===== src/rtl/core/bbc_pkg.sv =====
// Shared types and constants of the block buffer cache tag store.
package bbc_pkg;

   localparam int ENTRIES_DEF     = 32;
   localparam int DEVICE_BITS_DEF = 8;

   localparam int DEV_W    = 8;
   localparam int BLK_W    = 32;
   localparam int ENTRY_W  = 5;
   localparam int STATUS_W = 3;

   localparam logic FUNC_GET     = 1'b0;
   localparam logic FUNC_RELEASE = 1'b1;

   localparam logic [STATUS_W-1:0] ST_HIT       = 3'd0;
   localparam logic [STATUS_W-1:0] ST_ALLOC     = 3'd1;
   localparam logic [STATUS_W-1:0] ST_BUSY      = 3'd2;
   localparam logic [STATUS_W-1:0] ST_NONE_FREE = 3'd3;
   localparam logic [STATUS_W-1:0] ST_REL_ERR   = 3'd4;

   // Operation on the free list for one cycle.
   typedef struct packed {
      logic push;
      logic remove;
      logic pop_tail;
   } fl_op_type;

endpackage


===== src/rtl/core/bbc_if.sv =====
// Request and response channel interfaces of the block buffer cache.
interface bbc_req_if;
   import bbc_pkg::*;
   logic               valid;
   logic               ready;
   logic               func;
   logic [DEV_W-1:0]   device;
   logic [BLK_W-1:0]   block_number;
   logic [ENTRY_W-1:0] entry_index;
   logic               contents_valid;
   logic               contents_dirty;
   modport source (output valid, func, device, block_number, entry_index,
                   contents_valid, contents_dirty, input ready);
   modport sink   (input valid, func, device, block_number, entry_index,
                   contents_valid, contents_dirty, output ready);
endinterface

interface bbc_rsp_if;
   import bbc_pkg::*;
   logic                valid;
   logic                ready;
   logic [STATUS_W-1:0] status;
   logic [ENTRY_W-1:0]  entry;
   logic                needs_read;
   logic                writeback;
   logic [DEV_W-1:0]    victim_device;
   logic [BLK_W-1:0]    victim_block;
   modport source (output valid, status, entry, needs_read, writeback,
                   victim_device, victim_block, input ready);
   modport sink   (input valid, status, entry, needs_read, writeback,
                   victim_device, victim_block, output ready);
endinterface


===== src/rtl/core/block_buffer_cache_lru.sv =====
// Top level of the block buffer cache tag store with least-recently-released replacement.
// A get beat looks its (device, block number) key up by walking the tag memory one entry
// a cycle through a single shared comparator. A hit on a free entry then walks the free
// list one position a cycle to find and unlink it; a miss takes the entry at the victim
// end of the free list, reads its old tag, reports a write-back if it was dirty and
// rekeys it with its valid and dirty marks cleared. A release beat checks that the entry
// is held, records the marks and puts the entry at the most recent end. Every request
// beat gives exactly one response beat. The request side is ready only between requests,
// but a finished response waits in its own register, so the next request is taken while
// the previous response is still unclaimed. No clearing pass follows reset: tags are only
// trusted once their assigned bit is set.
module block_buffer_cache_lru #(
   parameter int ENTRIES     = bbc_pkg::ENTRIES_DEF,
   parameter int DEVICE_BITS = bbc_pkg::DEVICE_BITS_DEF
) (
   input  logic     clock,
   input  logic     reset,
   bbc_req_if.sink  req_chan,
   bbc_rsp_if.source rsp_chan
);
   import bbc_pkg::*;

   localparam int IDX_W     = $clog2(ENTRIES);
   localparam int CNT_W     = $clog2(ENTRIES+1);
   localparam int TAG_DEV_W = (DEVICE_BITS < DEV_W) ? DEVICE_BITS : DEV_W;

   typedef enum logic [3:0] {
      S_IDLE, S_SCAN, S_HIT, S_FIND, S_MISS, S_VRD, S_FILL, S_REL, S_DONE
   } state_type;

   state_type state_ff;

   // Captured request.
   logic [TAG_DEV_W-1:0] key_dev_ff;
   logic [BLK_W-1:0]     key_blk_ff;
   logic [ENTRY_W-1:0]   rel_raw_ff;
   logic                 cval_ff, cdirty_ff;

   // Per-entry marks, cleared by reset.
   logic [ENTRIES-1:0] assigned_ff, held_ff, valid_ff, dirty_ff;

   // Walk counters.
   logic [IDX_W-1:0] scan_ff, cmp_idx_ff, pos_ff, hit_ff, victim_ff;
   logic             cmp_vld_ff;

   // Result waiting to be handed to the response register.
   logic [STATUS_W-1:0] res_status_ff;
   logic [IDX_W-1:0]    res_entry_ff;
   logic                res_read_ff, res_wb_ff;
   logic [DEV_W-1:0]    res_vdev_ff;
   logic [BLK_W-1:0]    res_vblk_ff;
   logic                res_zero_entry_ff;

   // Response register.
   logic                rsp_valid_ff;
   logic [STATUS_W-1:0] rsp_status_ff;
   logic [ENTRY_W-1:0]  rsp_entry_ff;
   logic                rsp_read_ff, rsp_wb_ff;
   logic [DEV_W-1:0]    rsp_vdev_ff;
   logic [BLK_W-1:0]    rsp_vblk_ff;

   // Marks whether the current request is a release.
   logic                rel_fired_ff;

   // Tag memory and free list connections.
   logic                 tag_we;
   logic [IDX_W-1:0]     tag_raddr;
   logic [TAG_DEV_W-1:0] rdev;
   logic [BLK_W-1:0]     rblk;
   fl_op_type            fl_op;
   logic [IDX_W-1:0]     fl_pos, fl_entry;
   logic [CNT_W-1:0]     fl_count;

   logic       req_fire, rsp_load;
   logic       tag_match;
   logic [IDX_W-1:0] rel_idx;
   logic       rel_ok;

   assign req_fire  = req_chan.valid && req_chan.ready;
   assign rsp_load  = (state_ff == S_DONE) && (!rsp_valid_ff || rsp_chan.ready);
   assign rel_idx   = IDX_W'(rel_raw_ff);
   assign rel_ok    = (32'(rel_raw_ff) < ENTRIES) && held_ff[rel_idx];

   // The one comparator that every step of the tag walk goes through.
   assign tag_match = assigned_ff[cmp_idx_ff] && (rdev == key_dev_ff) && (rblk == key_blk_ff);

   assign tag_we    = (state_ff == S_FILL);
   assign tag_raddr = (state_ff == S_SCAN) ? scan_ff : victim_ff;
   assign fl_pos    = (state_ff == S_MISS) ? IDX_W'(fl_count - CNT_W'(1)) : pos_ff;

   always_comb begin
      fl_op          = '0;
      fl_op.push     = (state_ff == S_REL) && rel_ok;
      fl_op.remove   = (state_ff == S_FIND) && (fl_entry == hit_ff);
      fl_op.pop_tail = (state_ff == S_MISS) && (fl_count != CNT_W'(0));
   end

   bbc_tag_ram #(.ENTRIES(ENTRIES), .TAG_DEV_W(TAG_DEV_W)) u_tag_ram (
      .clock   (clock),
      .we      (tag_we),
      .waddr   (victim_ff),
      .wdev    (key_dev_ff),
      .wblk    (key_blk_ff),
      .raddr   (tag_raddr),
      .rdev_ff (rdev),
      .rblk_ff (rblk)
   );

   bbc_free_list #(.ENTRIES(ENTRIES)) u_free_list (
      .clock      (clock),
      .reset      (reset),
      .op         (fl_op),
      .push_entry (rel_idx),
      .pos        (fl_pos),
      .rd_entry   (fl_entry),
      .count      (fl_count)
   );

   // Sequencer: state, marks and result registers.
   always_ff @(posedge clock) begin
      if (reset) begin
         state_ff     <= S_IDLE;
         assigned_ff  <= '0;
         held_ff      <= '0;
         valid_ff     <= '0;
         dirty_ff     <= '0;
         cmp_vld_ff   <= 1'b0;
         rsp_valid_ff <= 1'b0;
      end else begin
         if (rsp_load) begin
            rsp_valid_ff <= 1'b1;
         end else if (rsp_chan.ready) begin
            rsp_valid_ff <= 1'b0;
         end

         case (state_ff)
            S_IDLE: begin
               if (req_fire) begin
                  key_dev_ff  <= req_chan.device[TAG_DEV_W-1:0];
                  key_blk_ff  <= req_chan.block_number;
                  rel_raw_ff  <= req_chan.entry_index;
                  cval_ff     <= req_chan.contents_valid;
                  cdirty_ff   <= req_chan.contents_dirty;
                  scan_ff     <= '0;
                  cmp_vld_ff  <= 1'b0;
                  res_read_ff <= 1'b0;
                  res_wb_ff   <= 1'b0;
                  res_vdev_ff <= '0;
                  res_vblk_ff <= '0;
                  res_zero_entry_ff <= 1'b0;
                  state_ff    <= (req_chan.func == FUNC_RELEASE) ? S_REL : S_SCAN;
               end
            end
            S_SCAN: begin
               // Read address scan_ff now, compare the entry read last cycle.
               cmp_vld_ff <= 1'b1;
               cmp_idx_ff <= scan_ff;
               if (scan_ff != IDX_W'(ENTRIES-1)) begin
                  scan_ff <= scan_ff + IDX_W'(1);
               end
               if (cmp_vld_ff) begin
                  if (tag_match) begin
                     hit_ff   <= cmp_idx_ff;
                     state_ff <= S_HIT;
                  end else if (cmp_idx_ff == IDX_W'(ENTRIES-1)) begin
                     state_ff <= S_MISS;
                  end
               end
            end
            S_HIT: begin
               res_entry_ff <= hit_ff;
               if (held_ff[hit_ff]) begin
                  res_status_ff <= ST_BUSY;
                  state_ff      <= S_DONE;
               end else begin
                  pos_ff   <= '0;
                  state_ff <= S_FIND;
               end
            end
            S_FIND: begin
               if (fl_entry == hit_ff) begin
                  held_ff[hit_ff] <= 1'b1;
                  res_status_ff   <= ST_HIT;
                  res_read_ff     <= !valid_ff[hit_ff];
                  state_ff        <= S_DONE;
               end else begin
                  pos_ff <= pos_ff + IDX_W'(1);
               end
            end
            S_MISS: begin
               if (fl_count == CNT_W'(0)) begin
                  res_status_ff     <= ST_NONE_FREE;
                  res_zero_entry_ff <= 1'b1;
                  state_ff          <= S_DONE;
               end else begin
                  victim_ff <= fl_entry;
                  state_ff  <= S_VRD;
               end
            end
            S_VRD: begin
               state_ff <= S_FILL;
            end
            S_FILL: begin
               // Old tag of the victim is on the read port now; it is overwritten this edge.
               if (assigned_ff[victim_ff] && dirty_ff[victim_ff]) begin
                  res_wb_ff   <= 1'b1;
                  res_vdev_ff <= DEV_W'(rdev);
                  res_vblk_ff <= rblk;
               end
               assigned_ff[victim_ff] <= 1'b1;
               held_ff[victim_ff]     <= 1'b1;
               valid_ff[victim_ff]    <= 1'b0;
               dirty_ff[victim_ff]    <= 1'b0;
               res_status_ff          <= ST_ALLOC;
               res_entry_ff           <= victim_ff;
               res_read_ff            <= 1'b1;
               state_ff               <= S_DONE;
            end
            S_REL: begin
               if (rel_ok) begin
                  held_ff[rel_idx]  <= 1'b0;
                  valid_ff[rel_idx] <= cval_ff;
                  dirty_ff[rel_idx] <= cdirty_ff;
                  res_status_ff     <= ST_HIT;
               end else begin
                  res_status_ff     <= ST_REL_ERR;
               end
               state_ff <= S_DONE;
            end
            S_DONE: begin
               if (rsp_load) begin
                  state_ff <= S_IDLE;
               end
            end
            default: begin
               state_ff <= S_IDLE;
            end
         endcase
      end
   end

   // Response payload; a release reports the raw index it was given.
   always_ff @(posedge clock) begin
      if (rsp_load) begin
         rsp_status_ff <= res_status_ff;
         if (res_zero_entry_ff) begin
            rsp_entry_ff <= '0;
         end else if ((res_status_ff == ST_REL_ERR) ||
                      ((res_status_ff == ST_HIT) && !res_read_ff && rel_fired_ff)) begin
            rsp_entry_ff <= rel_raw_ff;
         end else begin
            rsp_entry_ff <= ENTRY_W'(res_entry_ff);
         end
         rsp_read_ff <= res_read_ff;
         rsp_wb_ff   <= res_wb_ff;
         rsp_vdev_ff <= res_vdev_ff;
         rsp_vblk_ff <= res_vblk_ff;
      end
   end

   always_ff @(posedge clock) begin
      if (reset) begin
         rel_fired_ff <= 1'b0;
      end else if (req_fire) begin
         rel_fired_ff <= (req_chan.func == FUNC_RELEASE);
      end
   end

   assign req_chan.ready         = (state_ff == S_IDLE);
   assign rsp_chan.valid         = rsp_valid_ff;
   assign rsp_chan.status        = rsp_status_ff;
   assign rsp_chan.entry         = rsp_entry_ff;
   assign rsp_chan.needs_read    = rsp_read_ff;
   assign rsp_chan.writeback     = rsp_wb_ff;
   assign rsp_chan.victim_device = rsp_vdev_ff;
   assign rsp_chan.victim_block  = rsp_vblk_ff;

   // Every entry is either held or on the free list, except that a victim has already
   // left the free list while its rekey is still in progress.
   a_count_balance: assert property (@(posedge clock) disable iff (reset)
      ($countones(held_ff) + int'(fl_count) +
       (((state_ff == S_VRD) || (state_ff == S_FILL)) ? 1 : 0)) == ENTRIES)
      else $error("held entries and free list count disagree");

   // A rekeyed victim is held from the next cycle on.
   a_victim_held: assert property (@(posedge clock) disable iff (reset)
      (state_ff == S_FILL) |=> held_ff[$past(victim_ff)])
      else $error("victim not held after rekey");

   // A victim is only claimed from a non-empty free list.
   a_pop_nonempty: assert property (@(posedge clock) disable iff (reset)
      fl_op.pop_tail |-> (fl_count != CNT_W'(0)))
      else $error("pop from empty free list");
endmodule


===== src/rtl/core/bbc_tag_ram.sv =====
// Tag memory: device and block number of each entry, one write and one read port.
module bbc_tag_ram #(
   parameter int ENTRIES = 32,
   parameter int TAG_DEV_W = 8
) (
   input  logic                       clock,
   input  logic                       we,
   input  logic [$clog2(ENTRIES)-1:0] waddr,
   input  logic [TAG_DEV_W-1:0]       wdev,
   input  logic [bbc_pkg::BLK_W-1:0]  wblk,
   input  logic [$clog2(ENTRIES)-1:0] raddr,
   output logic [TAG_DEV_W-1:0]       rdev_ff,
   output logic [bbc_pkg::BLK_W-1:0]  rblk_ff
);
   import bbc_pkg::*;

   logic [TAG_DEV_W+BLK_W-1:0] mem [ENTRIES];

   always_ff @(posedge clock) begin
      if (we) begin
         mem[waddr] <= {wdev, wblk};
      end
      {rdev_ff, rblk_ff} <= mem[raddr];
   end
endmodule


===== src/rtl/core/bbc_free_list.sv =====
// Free list in recency order: position 0 is the most recent end.
module bbc_free_list #(
   parameter int ENTRIES = 32
) (
   input  logic                           clock,
   input  logic                           reset,
   input  bbc_pkg::fl_op_type             op,
   input  logic [$clog2(ENTRIES)-1:0]     push_entry,
   input  logic [$clog2(ENTRIES)-1:0]     pos,
   output logic [$clog2(ENTRIES)-1:0]     rd_entry,
   output logic [$clog2(ENTRIES+1)-1:0]   count
);
   import bbc_pkg::*;

   localparam int IDX_W = $clog2(ENTRIES);
   localparam int CNT_W = $clog2(ENTRIES+1);

   logic [IDX_W-1:0] order_ff [ENTRIES];
   logic [IDX_W-1:0] order_in [ENTRIES];
   logic [CNT_W-1:0] count_ff, count_in;

   always_comb begin
      order_in = order_ff;
      count_in = count_ff;
      if (op.push) begin
         for (int k = 1; k < ENTRIES; k++) begin
            order_in[k] = order_ff[k-1];
         end
         order_in[0] = push_entry;
         count_in    = count_ff + CNT_W'(1);
      end else if (op.remove) begin
         for (int k = 0; k < ENTRIES-1; k++) begin
            if (IDX_W'(k) >= pos) begin
               order_in[k] = order_ff[k+1];
            end
         end
         count_in = count_ff - CNT_W'(1);
      end else if (op.pop_tail) begin
         count_in = count_ff - CNT_W'(1);
      end
   end

   always_ff @(posedge clock) begin
      if (reset) begin
         for (int k = 0; k < ENTRIES; k++) begin
            order_ff[k] <= IDX_W'(ENTRIES - 1 - k);
         end
         count_ff <= CNT_W'(ENTRIES);
      end else begin
         order_ff <= order_in;
         count_ff <= count_in;
      end
   end

   assign rd_entry = order_ff[pos];
   assign count    = count_ff;
endmodule


===== src/flat_wrapper.sv =====
// flat-port wrapper written by rule: the top's interface ports become plain ports
module block_buffer_cache_lru_flat import bbc_pkg::*;
#(
   parameter int ENTRIES     = bbc_pkg::ENTRIES_DEF,
   parameter int DEVICE_BITS = bbc_pkg::DEVICE_BITS_DEF
)
  (clock, reset, req_chan_valid, req_chan_func, req_chan_device, req_chan_block_number, req_chan_entry_index, req_chan_contents_valid, req_chan_contents_dirty, req_chan_ready, rsp_chan_valid, rsp_chan_status, rsp_chan_entry, rsp_chan_needs_read, rsp_chan_writeback, rsp_chan_victim_device, rsp_chan_victim_block, rsp_chan_ready);
  bbc_req_if req_chan_i ();
  bbc_rsp_if rsp_chan_i ();
  input  logic clock;
  input  logic reset;
  input wire logic [$bits(req_chan_i.valid)-1:0] req_chan_valid;
  input wire logic [$bits(req_chan_i.func)-1:0] req_chan_func;
  input wire logic [$bits(req_chan_i.device)-1:0] req_chan_device;
  input wire logic [$bits(req_chan_i.block_number)-1:0] req_chan_block_number;
  input wire logic [$bits(req_chan_i.entry_index)-1:0] req_chan_entry_index;
  input wire logic [$bits(req_chan_i.contents_valid)-1:0] req_chan_contents_valid;
  input wire logic [$bits(req_chan_i.contents_dirty)-1:0] req_chan_contents_dirty;
  output wire logic [$bits(req_chan_i.ready)-1:0] req_chan_ready;
  output wire logic [$bits(rsp_chan_i.valid)-1:0] rsp_chan_valid;
  output wire logic [$bits(rsp_chan_i.status)-1:0] rsp_chan_status;
  output wire logic [$bits(rsp_chan_i.entry)-1:0] rsp_chan_entry;
  output wire logic [$bits(rsp_chan_i.needs_read)-1:0] rsp_chan_needs_read;
  output wire logic [$bits(rsp_chan_i.writeback)-1:0] rsp_chan_writeback;
  output wire logic [$bits(rsp_chan_i.victim_device)-1:0] rsp_chan_victim_device;
  output wire logic [$bits(rsp_chan_i.victim_block)-1:0] rsp_chan_victim_block;
  input wire logic [$bits(rsp_chan_i.ready)-1:0] rsp_chan_ready;
  assign req_chan_i.valid = req_chan_valid;
  assign req_chan_i.func = req_chan_func;
  assign req_chan_i.device = req_chan_device;
  assign req_chan_i.block_number = req_chan_block_number;
  assign req_chan_i.entry_index = req_chan_entry_index;
  assign req_chan_i.contents_valid = req_chan_contents_valid;
  assign req_chan_i.contents_dirty = req_chan_contents_dirty;
  assign req_chan_ready = req_chan_i.ready;
  assign rsp_chan_valid = rsp_chan_i.valid;
  assign rsp_chan_status = rsp_chan_i.status;
  assign rsp_chan_entry = rsp_chan_i.entry;
  assign rsp_chan_needs_read = rsp_chan_i.needs_read;
  assign rsp_chan_writeback = rsp_chan_i.writeback;
  assign rsp_chan_victim_device = rsp_chan_i.victim_device;
  assign rsp_chan_victim_block = rsp_chan_i.victim_block;
  assign rsp_chan_i.ready = rsp_chan_ready;
  block_buffer_cache_lru #(.ENTRIES(ENTRIES), .DEVICE_BITS(DEVICE_BITS)) u_core (.clock(clock), .reset(reset), .req_chan(req_chan_i), .rsp_chan(rsp_chan_i));
endmodule

===== config.mk =====
export PLATFORM = sky130hd
export DESIGN_NAME = block_buffer_cache_lru_flat
export DESIGN_NICKNAME = d
export VERILOG_FILES = /design/src/rtl/core/bbc_pkg.sv /design/src/rtl/core/bbc_if.sv /design/src/rtl/core/block_buffer_cache_lru.sv /design/src/rtl/core/bbc_tag_ram.sv /design/src/rtl/core/bbc_free_list.sv /design/src/flat_wrapper.sv
export SDC_FILE = /design/constraint.sdc
export NUM_CORES = 2
export LEC_CHECK = 0
export ABC_AREA = 1
export ABC_CLOCK_PERIOD_IN_PS = 7500
export CAP_MARGIN = 20
export CORE_MARGIN = 10
export CORE_UTILIZATION = 47
export DETAILED_ROUTE_END_ITERATION = 16
export DONT_BUFFER_PORTS = 1
export PLACE_DENSITY = 0.65
export SYNTH_ARGS = -nofsm -noshare
export SYNTH_HDL_FRONTEND = slang
export SYNTH_HIERARCHICAL = 1
export SYNTH_SLANG_ARGS = --single-unit

===== constraint.sdc =====
create_clock -name clock -period 7.5 [get_ports clock]
set_input_delay 0.75 -clock clock [delete_from_list [all_inputs] [get_ports clock]]
set_output_delay 0.75 -clock clock [all_outputs]
set_load 0.01 [all_outputs]

Word level (Yosys, flattened, before mapping)
Memories as Yosys holds them, arrays and structs flattened. A register that Yosys moved wholly into a read port is not among the register bits.
Index checks and enable logic that the tools add are counted.
{"block": "word_totals", "register_bits": 474, "ramBits": 1280, "out_inout_bits": 52, "wordCells": 366, "memories": 1}
{"name": "u_core.u_tag_ram.mem", "words": 32, "word_bits": 40, "read_ports": 1, "rd_clocked_by_memory_dff": 1, "wr": 1, "line": "bbc_tag_ram.sv:17", "source": "logic [TAG_DEV_W+BLK_W-1:0] mem [ENTRIES];"}
{"block": "classes", "add_sub_neg": 4, "magnitude_cmp": 39, "eq_ne": 26, "muxes": 109, "bitwise": 11, "reduce_logical": 112}
{"op": "$mux W155", "n": 2}
{"op": "$mux W5", "n": 40}
{"op": "$mux W32", "n": 6}
{"op": "$pmux W32 S2", "n": 3}
{"op": "$and A32 B32 Y32", "n": 3}
{"op": "$or A32 B32 Y32", "n": 3}
{"op": "$pmux W32 S3", "n": 1}
{"op": "$reduce_bool A2 Y1", "n": 39}
{"op": "$ge A5 B5 Y1 const A", "n": 15}
{"op": "$reduce_and A2 Y1", "n": 35}
{"op": "$bwmux W32", "n": 2}
{"op": "$not A32 Y32", "n": 2}
{"op": "$ge A4 B5 Y1 const A", "n": 8}
{"op": "$eq A32 B32 Y1", "n": 1}
{"op": "$mux W4", "n": 8}
{"op": "$pmux W4 S8", "n": 1}
{"op": "$bmux W1 S5", "n": 6}
{"op": "$pmux W5 S2", "n": 3}
{"op": "$bmux W5 S5", "n": 1}
{"op": "$lt A5 B6 Y1 const B", "n": 4}
{"op": "$reduce_and A4 Y1", "n": 6}
{"op": "$ge A3 B5 Y1 const A", "n": 4}
{"op": "$mux W6", "n": 3}
{"op": "$mux W1", "n": 17}
{"op": "other kinds (40)", "n": 88}

Depth between registers and ports, before layout
{"block": "logic_depth", "depth_word": 10, "mapped_depth": 30}

By module
The synthesis kept the hierarchy.
{"mod": "bbc_tag_ram", "instances": 1, "cells_each": 4407, "area_per_inst_um2": 52402.8, "seq_area_each_um2": 39237.6}
{"mod": "block_buffer_cache_lru", "instances": 1, "cells_each": 2036, "area_per_inst_um2": 15741.3, "seq_area_each_um2": 7897.6}
{"mod": "bbc_free_list", "instances": 1, "cells_each": 1512, "area_per_inst_um2": 9480.3, "seq_area_each_um2": 3323.2}

Worst setup path before layout
OpenSTA, ideal clock, no wires.
{"block": "synth_timing", "kind": "reg2reg", "from": "reg u_core.state_ff[3]", "to": "reg u_core/u_free_list/order_ff[50] (netlist name)", "setup_ns": 0.119, "arrival_time_ns": 3.828, "path_slack_ns": 3.553, "stages_incl_launch_ff": 25, "n_path_buf": 2, "period_less_slack_ns": 3.947, "cell_sequence": "dfxtp_1 inv_1 nand2_1 nor2_1 inv_1 o21ai_0 nand2_1 inv_1 buf_2 nand2_1 nand3_1 nor2_1 nor2_1 xor2_1 nor2_1 nand3_1 nor2_1 inv_2 nand2_4 buf_4 nand3_1 nand2_1 inv_2 o21ai_0 a21oi_1"}
{"item": "start, declared", "line": "block_buffer_cache_lru.sv:31", "source": "state_type state_ff;"}
{"item": "start signal, assigned", "line": "block_buffer_cache_lru.sv:151", "source": "state_ff <= (req_chan.func == FUNC_RELEASE) ? S_REL : S_SCAN;"}
{"item": "end signal, assigned by index", "line": "bbc_free_list.sv:46", "source": "order_ff[k] <= IDX_W'(ENTRIES - 1 - k);"}
{"item": "end signal, assigned", "line": "bbc_free_list.sv:50", "source": "order_ff <= order_in;"}
{"item": "end, declared", "line": "bbc_free_list.sv:18", "source": "logic [IDX_W-1:0] order_ff [ENTRIES];"}

Final worst setup path
{"block": "layout_timing", "from": "reg u_core.state_ff[3]", "to": "reg u_core.held_ff[28]"}
{"block": "layout_between", "elab_chain_len": 9, "elab_cells_between_ends": 15}
{"item": "$eq A4 B3 Y1", "line": "block_buffer_cache_lru.sv:89", "source": "assign fl_pos = (state_ff == S_MISS) ? IDX_W'(fl_count - CNT_W'(1)) : pos_ff;"}
{"item": "$mux W5", "line": "block_buffer_cache_lru.sv:89"}
{"item": "via u_core.fl_pos[1]", "line": "block_buffer_cache_lru.sv:71", "source": "logic [IDX_W-1:0] fl_pos, fl_entry;"}
{"item": "$not A5 Y6 (implied by the code)", "line": "bbc_free_list.sv:55", "source": "assign rd_entry = order_ff[pos];"}
{"item": "$bmux W5 S5", "line": "bbc_free_list.sv:55"}
{"item": "$mux W5 (implied by the code) (2 in series)", "line": "bbc_free_list.sv:55"}
{"item": "via u_core.fl_entry[3]", "line": "block_buffer_cache_lru.sv:71"}
{"item": "$eq A5 B5 Y1", "line": "block_buffer_cache_lru.sv:181", "source": "if (fl_entry == hit_ff) begin"}
{"item": "$ne A2 B2 Y1 (no line)"}
{"item": "$reduce_and A3 Y1 (no line)"}
{"item": "end signal, assigned by index", "line": "block_buffer_cache_lru.sv:182", "source": "held_ff[hit_ff] <= 1'b1;"}
{"item": "end signal, assigned by index", "line": "block_buffer_cache_lru.sv:211", "source": "held_ff[victim_ff] <= 1'b1;"}
{"item": "end signal, assigned by index", "line": "block_buffer_cache_lru.sv:221", "source": "held_ff[rel_idx] <= 1'b0;"}
{"item": "end, declared", "line": "block_buffer_cache_lru.sv:40", "source": "logic [ENTRIES-1:0] assigned_ff, held_ff, valid_ff, dirty_ff;"}
The timed path passes the listed nets, and every way through them passes these cells. The select of a mux whose other input is x is not followed.
A chain may end at the register's enable or synchronous reset.

==> flow_metrics.env <==
export IMPL_relSlewSlack_pct=19.88
export IMPL_synth_top_cell_by_area="edfxtp_1"
export IMPL_clk_pin_slew_worst_paths_ns=0.06
export IMPL_placementRows=149
export IMPL_maxCapViolCount=0
export IMPL_gp_congestion=0.9051
export IMPL_hold_path_class="input port to flip-flop"
export IMPL_grt_max_degree=215
export IMPL_fp_dieW_um=426.4
export IMPL_grt_total_usage_pct=24.40
export IMPL_critPathLaunchType="flip-flop"
export IMPL_coreArea_um2=164600
export IMPL_netlist_area_um2=77620
export IMPL_synth_distinct_cells=48
export IMPL_tightest_slew_ns=1.202
export IMPL_clk_latency_ns=0.83
export IMPL_antenna_left=0
export IMPL_cts_tree="done"
export IMPL_grt_antenna_before_repair=6
export IMPL_wl_per_cell_um=22.46
export IMPL_synth_top_area_share_pct=56.21
export IMPL_criticalPathCategory="flip-flop to flip-flop"
export IMPL_holdWs_ns=0.04482
export IMPL_cp_required_ns=8.18
export IMPL_port_buffers=0
export IMPL_path_cells="inv_1 > nand2_1 > nor2_1 > inv_1 > o21ai_4 > buf_4 > inv_2 > nor2_1 > nand2_1 > nand3_1 > nand2_1 > nand2_1 > nor2_1 > nor2_1 > xor2_1 > nor2_1 > a31oi_1 > nor2_2 > buf_4 > nand2_1 > nand2_1 > a21oi_1"
export IMPL_grt_overflow=0
export IMPL_drc=0
export IMPL_p_per_area_nw_per_um2=327.1
export IMPL_cts_buffer_depth=3
export IMPL_crit_slowest_cell="nor2_1"
export IMPL_die_area_um2=181800
export IMPL_nets=7902
export IMPL_r2r_slack_ns=1.46
export IMPL_ios=104
export IMPL_status="finished, final reports clean"
export IMPL_leakagePower_uw=0.03250
export IMPL_yosys_top_cells_area="edfxtp_1, nand2_1, dfxtp_1"
export IMPL_worstPathArrival_ns=6.72
export IMPL_drt_iter0_markers=6580
export IMPL_drive_gt1_share_pct=5.966
export IMPL_nFillCells=14435
export IMPL_hold_violations=0
export IMPL_slew_violations=0
export IMPL_fin_tns_setup_ns=0
export IMPL_routed_wl_mm=228.8
export IMPL_cts_hold_buf=45
export IMPL_hpwl_mm=119.6
export IMPL_synth_seq_cells=1794
export IMPL_grt_setup_unrepaired="no"
export IMPL_syn_nets=8016
export IMPL_cpMostUsedCell="nand2_1"
export IMPL_cts_sinks=1794
export IMPL_fmaxAchievable_mhz=165.7
export IMPL_grt_pass1_wl_mm=340.7
export IMPL_num_vias=58365
export IMPL_synth_avg_cell_area_um2=9.758
export IMPL_clockRootBuffer="clkbuf_16"
export IMPL_initial_utilization_pct=47.15
export IMPL_setup_violations=0
export IMPL_cts_setup_buffers=0
export IMPL_ctsResizeCount=0
export IMPL_skew_ns=0.04879
export IMPL_crit_fanout=45
export IMPL_htreeDepth=4
export IMPL_min_period_over_period_pct=80.48
export IMPL_slowest_delay_ns=0.76
export IMPL_first_pass_iters=8
export IMPL_seq_area_frac_synth_pct=65.00
export IMPL_area_growth_pct=10.68
export IMPL_cts_buffers=182
export IMPL_via_per_inst=5.728
export IMPL_synth_warnings=6
export IMPL_grt_pass1_vias=54143
export IMPL_vdd_drop_max_mv=0.2852
export IMPL_fp_dieH_um=426.4
export IMPL_setup_worst_path_end_class="flip-flop"
export IMPL_synthCells=7955
export IMPL_period_needed_ns=6.036
-- flip-flops by register name, indices dropped and copies added, names as in the netlist, 8 cells and up --
| name | cells |
|---|---|
| u_core/rsp_chan.victim_block | 32 |
| u_core/key_dev_ff | 8 |
| u_core/u_tag_ram/mem | 1280 |
| u_core/held_ff | 32 |
| u_core/assigned_ff | 32 |
| u_core/key_blk_ff | 32 |
| u_core/dirty_ff | 32 |
| u_core/valid_ff | 32 |
| u_core/u_tag_ram/rblk_ff | 32 |
| u_core/rsp_chan.victim_device | 8 |
| u_core/u_free_list/order_ff | 160 |
| u_core/res_vblk_ff | 32 |
| u_core/res_vdev_ff | 8 |
| u_core/u_tag_ram/rdev_ff | 8 |
-- synth_stat cells (all sizes together) --
| cell | count |
|---|---|
| nor3 | 52 |
| a2111oi | 1 |
| o21a | 1 |
| o2111ai | 1 |
| fa | 1 |
| xor2 | 9 |
| o22ai | 32 |
| nor2 | 389 |
| edfxtp | 1453 |
| a22o | 1 |
| xnor2 | 26 |
| o221ai | 5 |
| buf | 316 |
| nand4 | 7 |
| inv | 390 |
| a22oi | 31 |
| a21oi | 271 |
| ha | 8 |
| nand3b | 1 |
| mux2i | 4 |
| o31ai | 2 |
| o21ai | 289 |
| a211oi | 6 |
| or2 | 5 |
| nand3 | 1255 |
| dfxtp | 341 |
| o21bai | 4 |
| a31oi | 24 |
| clkbuf | 140 |
| o211ai | 81 |
| clkinv | 4 |
| a32oi | 10 |
| nand2 | 2793 |
| nor3b | 2 |
-- routing by layer --
layer	share of wire [%]	global-route usage (%)	wire, um	vias up
li1	-	-	-	26881
met1	40	32.73	92370	28055
met2	46	39.18	106300	2827
met4	4.7	10.92	10860	2
met5	0.0057	0	13	-
met3	8.4	3.769	19230	600
-- final timing paths --
path / depth (start not counted) / end / startpoint
min: 0 / u_core/key_blk_ff[8] / req_chan_block_number[8]
max reg2reg: 22 / u_core/held_ff[28] / u_core/state_ff[3]
max: 22 / u_core/held_ff[28] / u_core/state_ff[3]
min reg2reg: 0 / u_core/rsp_chan.victim_block[25] / u_core/res_vblk_ff[25]
-- cell type report --
cell class                      instances  area, um^2  area share (%)
Tap cell                             2189        2739           3.188
Clock buffer                          252        5030           5.854
Multi-Input combinational cell       5311       23830           27.74
Clock inverter                         86       858.3          0.9990
Inverter                              394        1508           1.755
Timing Repair Buffer                  158        1479           1.721
Sequential cell                      1794       50460           58.73
Antenna cell                            5       12.51         0.01456
-- report_power, final --
part / switching (uW) / internal, uW / total, uW
Clock: 3890 / 5030 / 8920
Combinational: 5450 / 2060 / 7510
Sequential: 336 / 11300 / 11700
-- critical path: cells and delay by family, from the launching register on --
kind | cells | cell delay, ns
AOI/OAI and AO/OA | 3 | 0.53
DFF | 1 | 0.35
and+or+nand+nor | 13 | 3.13
buffers and inverters | 5 | 1.71
xor gates and xnor gates | 1 | 0.09
-- cells by family (layout without fill, tap and decap cells) --
group / Yosys count / in the layout / share of synthesized area, %
multiplexers: 4 / 4 / 0.05158
XOR/XNOR: 35 / 35 / 0.3949
buffers and inverters: 850 / 890 / 4.789
flip-flops: 1794 / 1794 / 65.00
AO/OA/AOI/OAI: 759 / 759 / 5.551
adder cells (fa/ha/maj): 9 / 9 / 0.1547
AND/OR/NAND/NOR: 4504 / 4504 / 24.06
other: 0 / 5 / 0
-- through the flow --
stage	setup slack [ns]	instance area [um^2]	util, %	power [uW]	std cells
floorplan	3.553	77620	-	17130	7955
global placement	1.851	79470	48.28	19160	9796
detailed placement	1.737	79520	48.31	19250	9799
CTS	1.639	85860	52.16	28140	10182
global route	1.073	85910	52.19	29470	10188
finish	1.464	85920	52.19	28110	10189
-- cells in the final DEF, fill, tap and decap left out, drive strengths merged, types with 45 or more instances in the layout --
cell type    netlist  layout
buf              316     113
nor3              52      52
edfxtp          1453    1453
inv              390     394
o21ai            289     289
nor2             389     389
clkinv             4      73
o211ai            81      81
dlygate4sd3        0      45
nand2           2793    2793
nand3           1255    1255
a21oi            271     271
dfxtp            341     341
clkbuf           140     252
No activity file was read; power rests on OpenSTA's default activity.
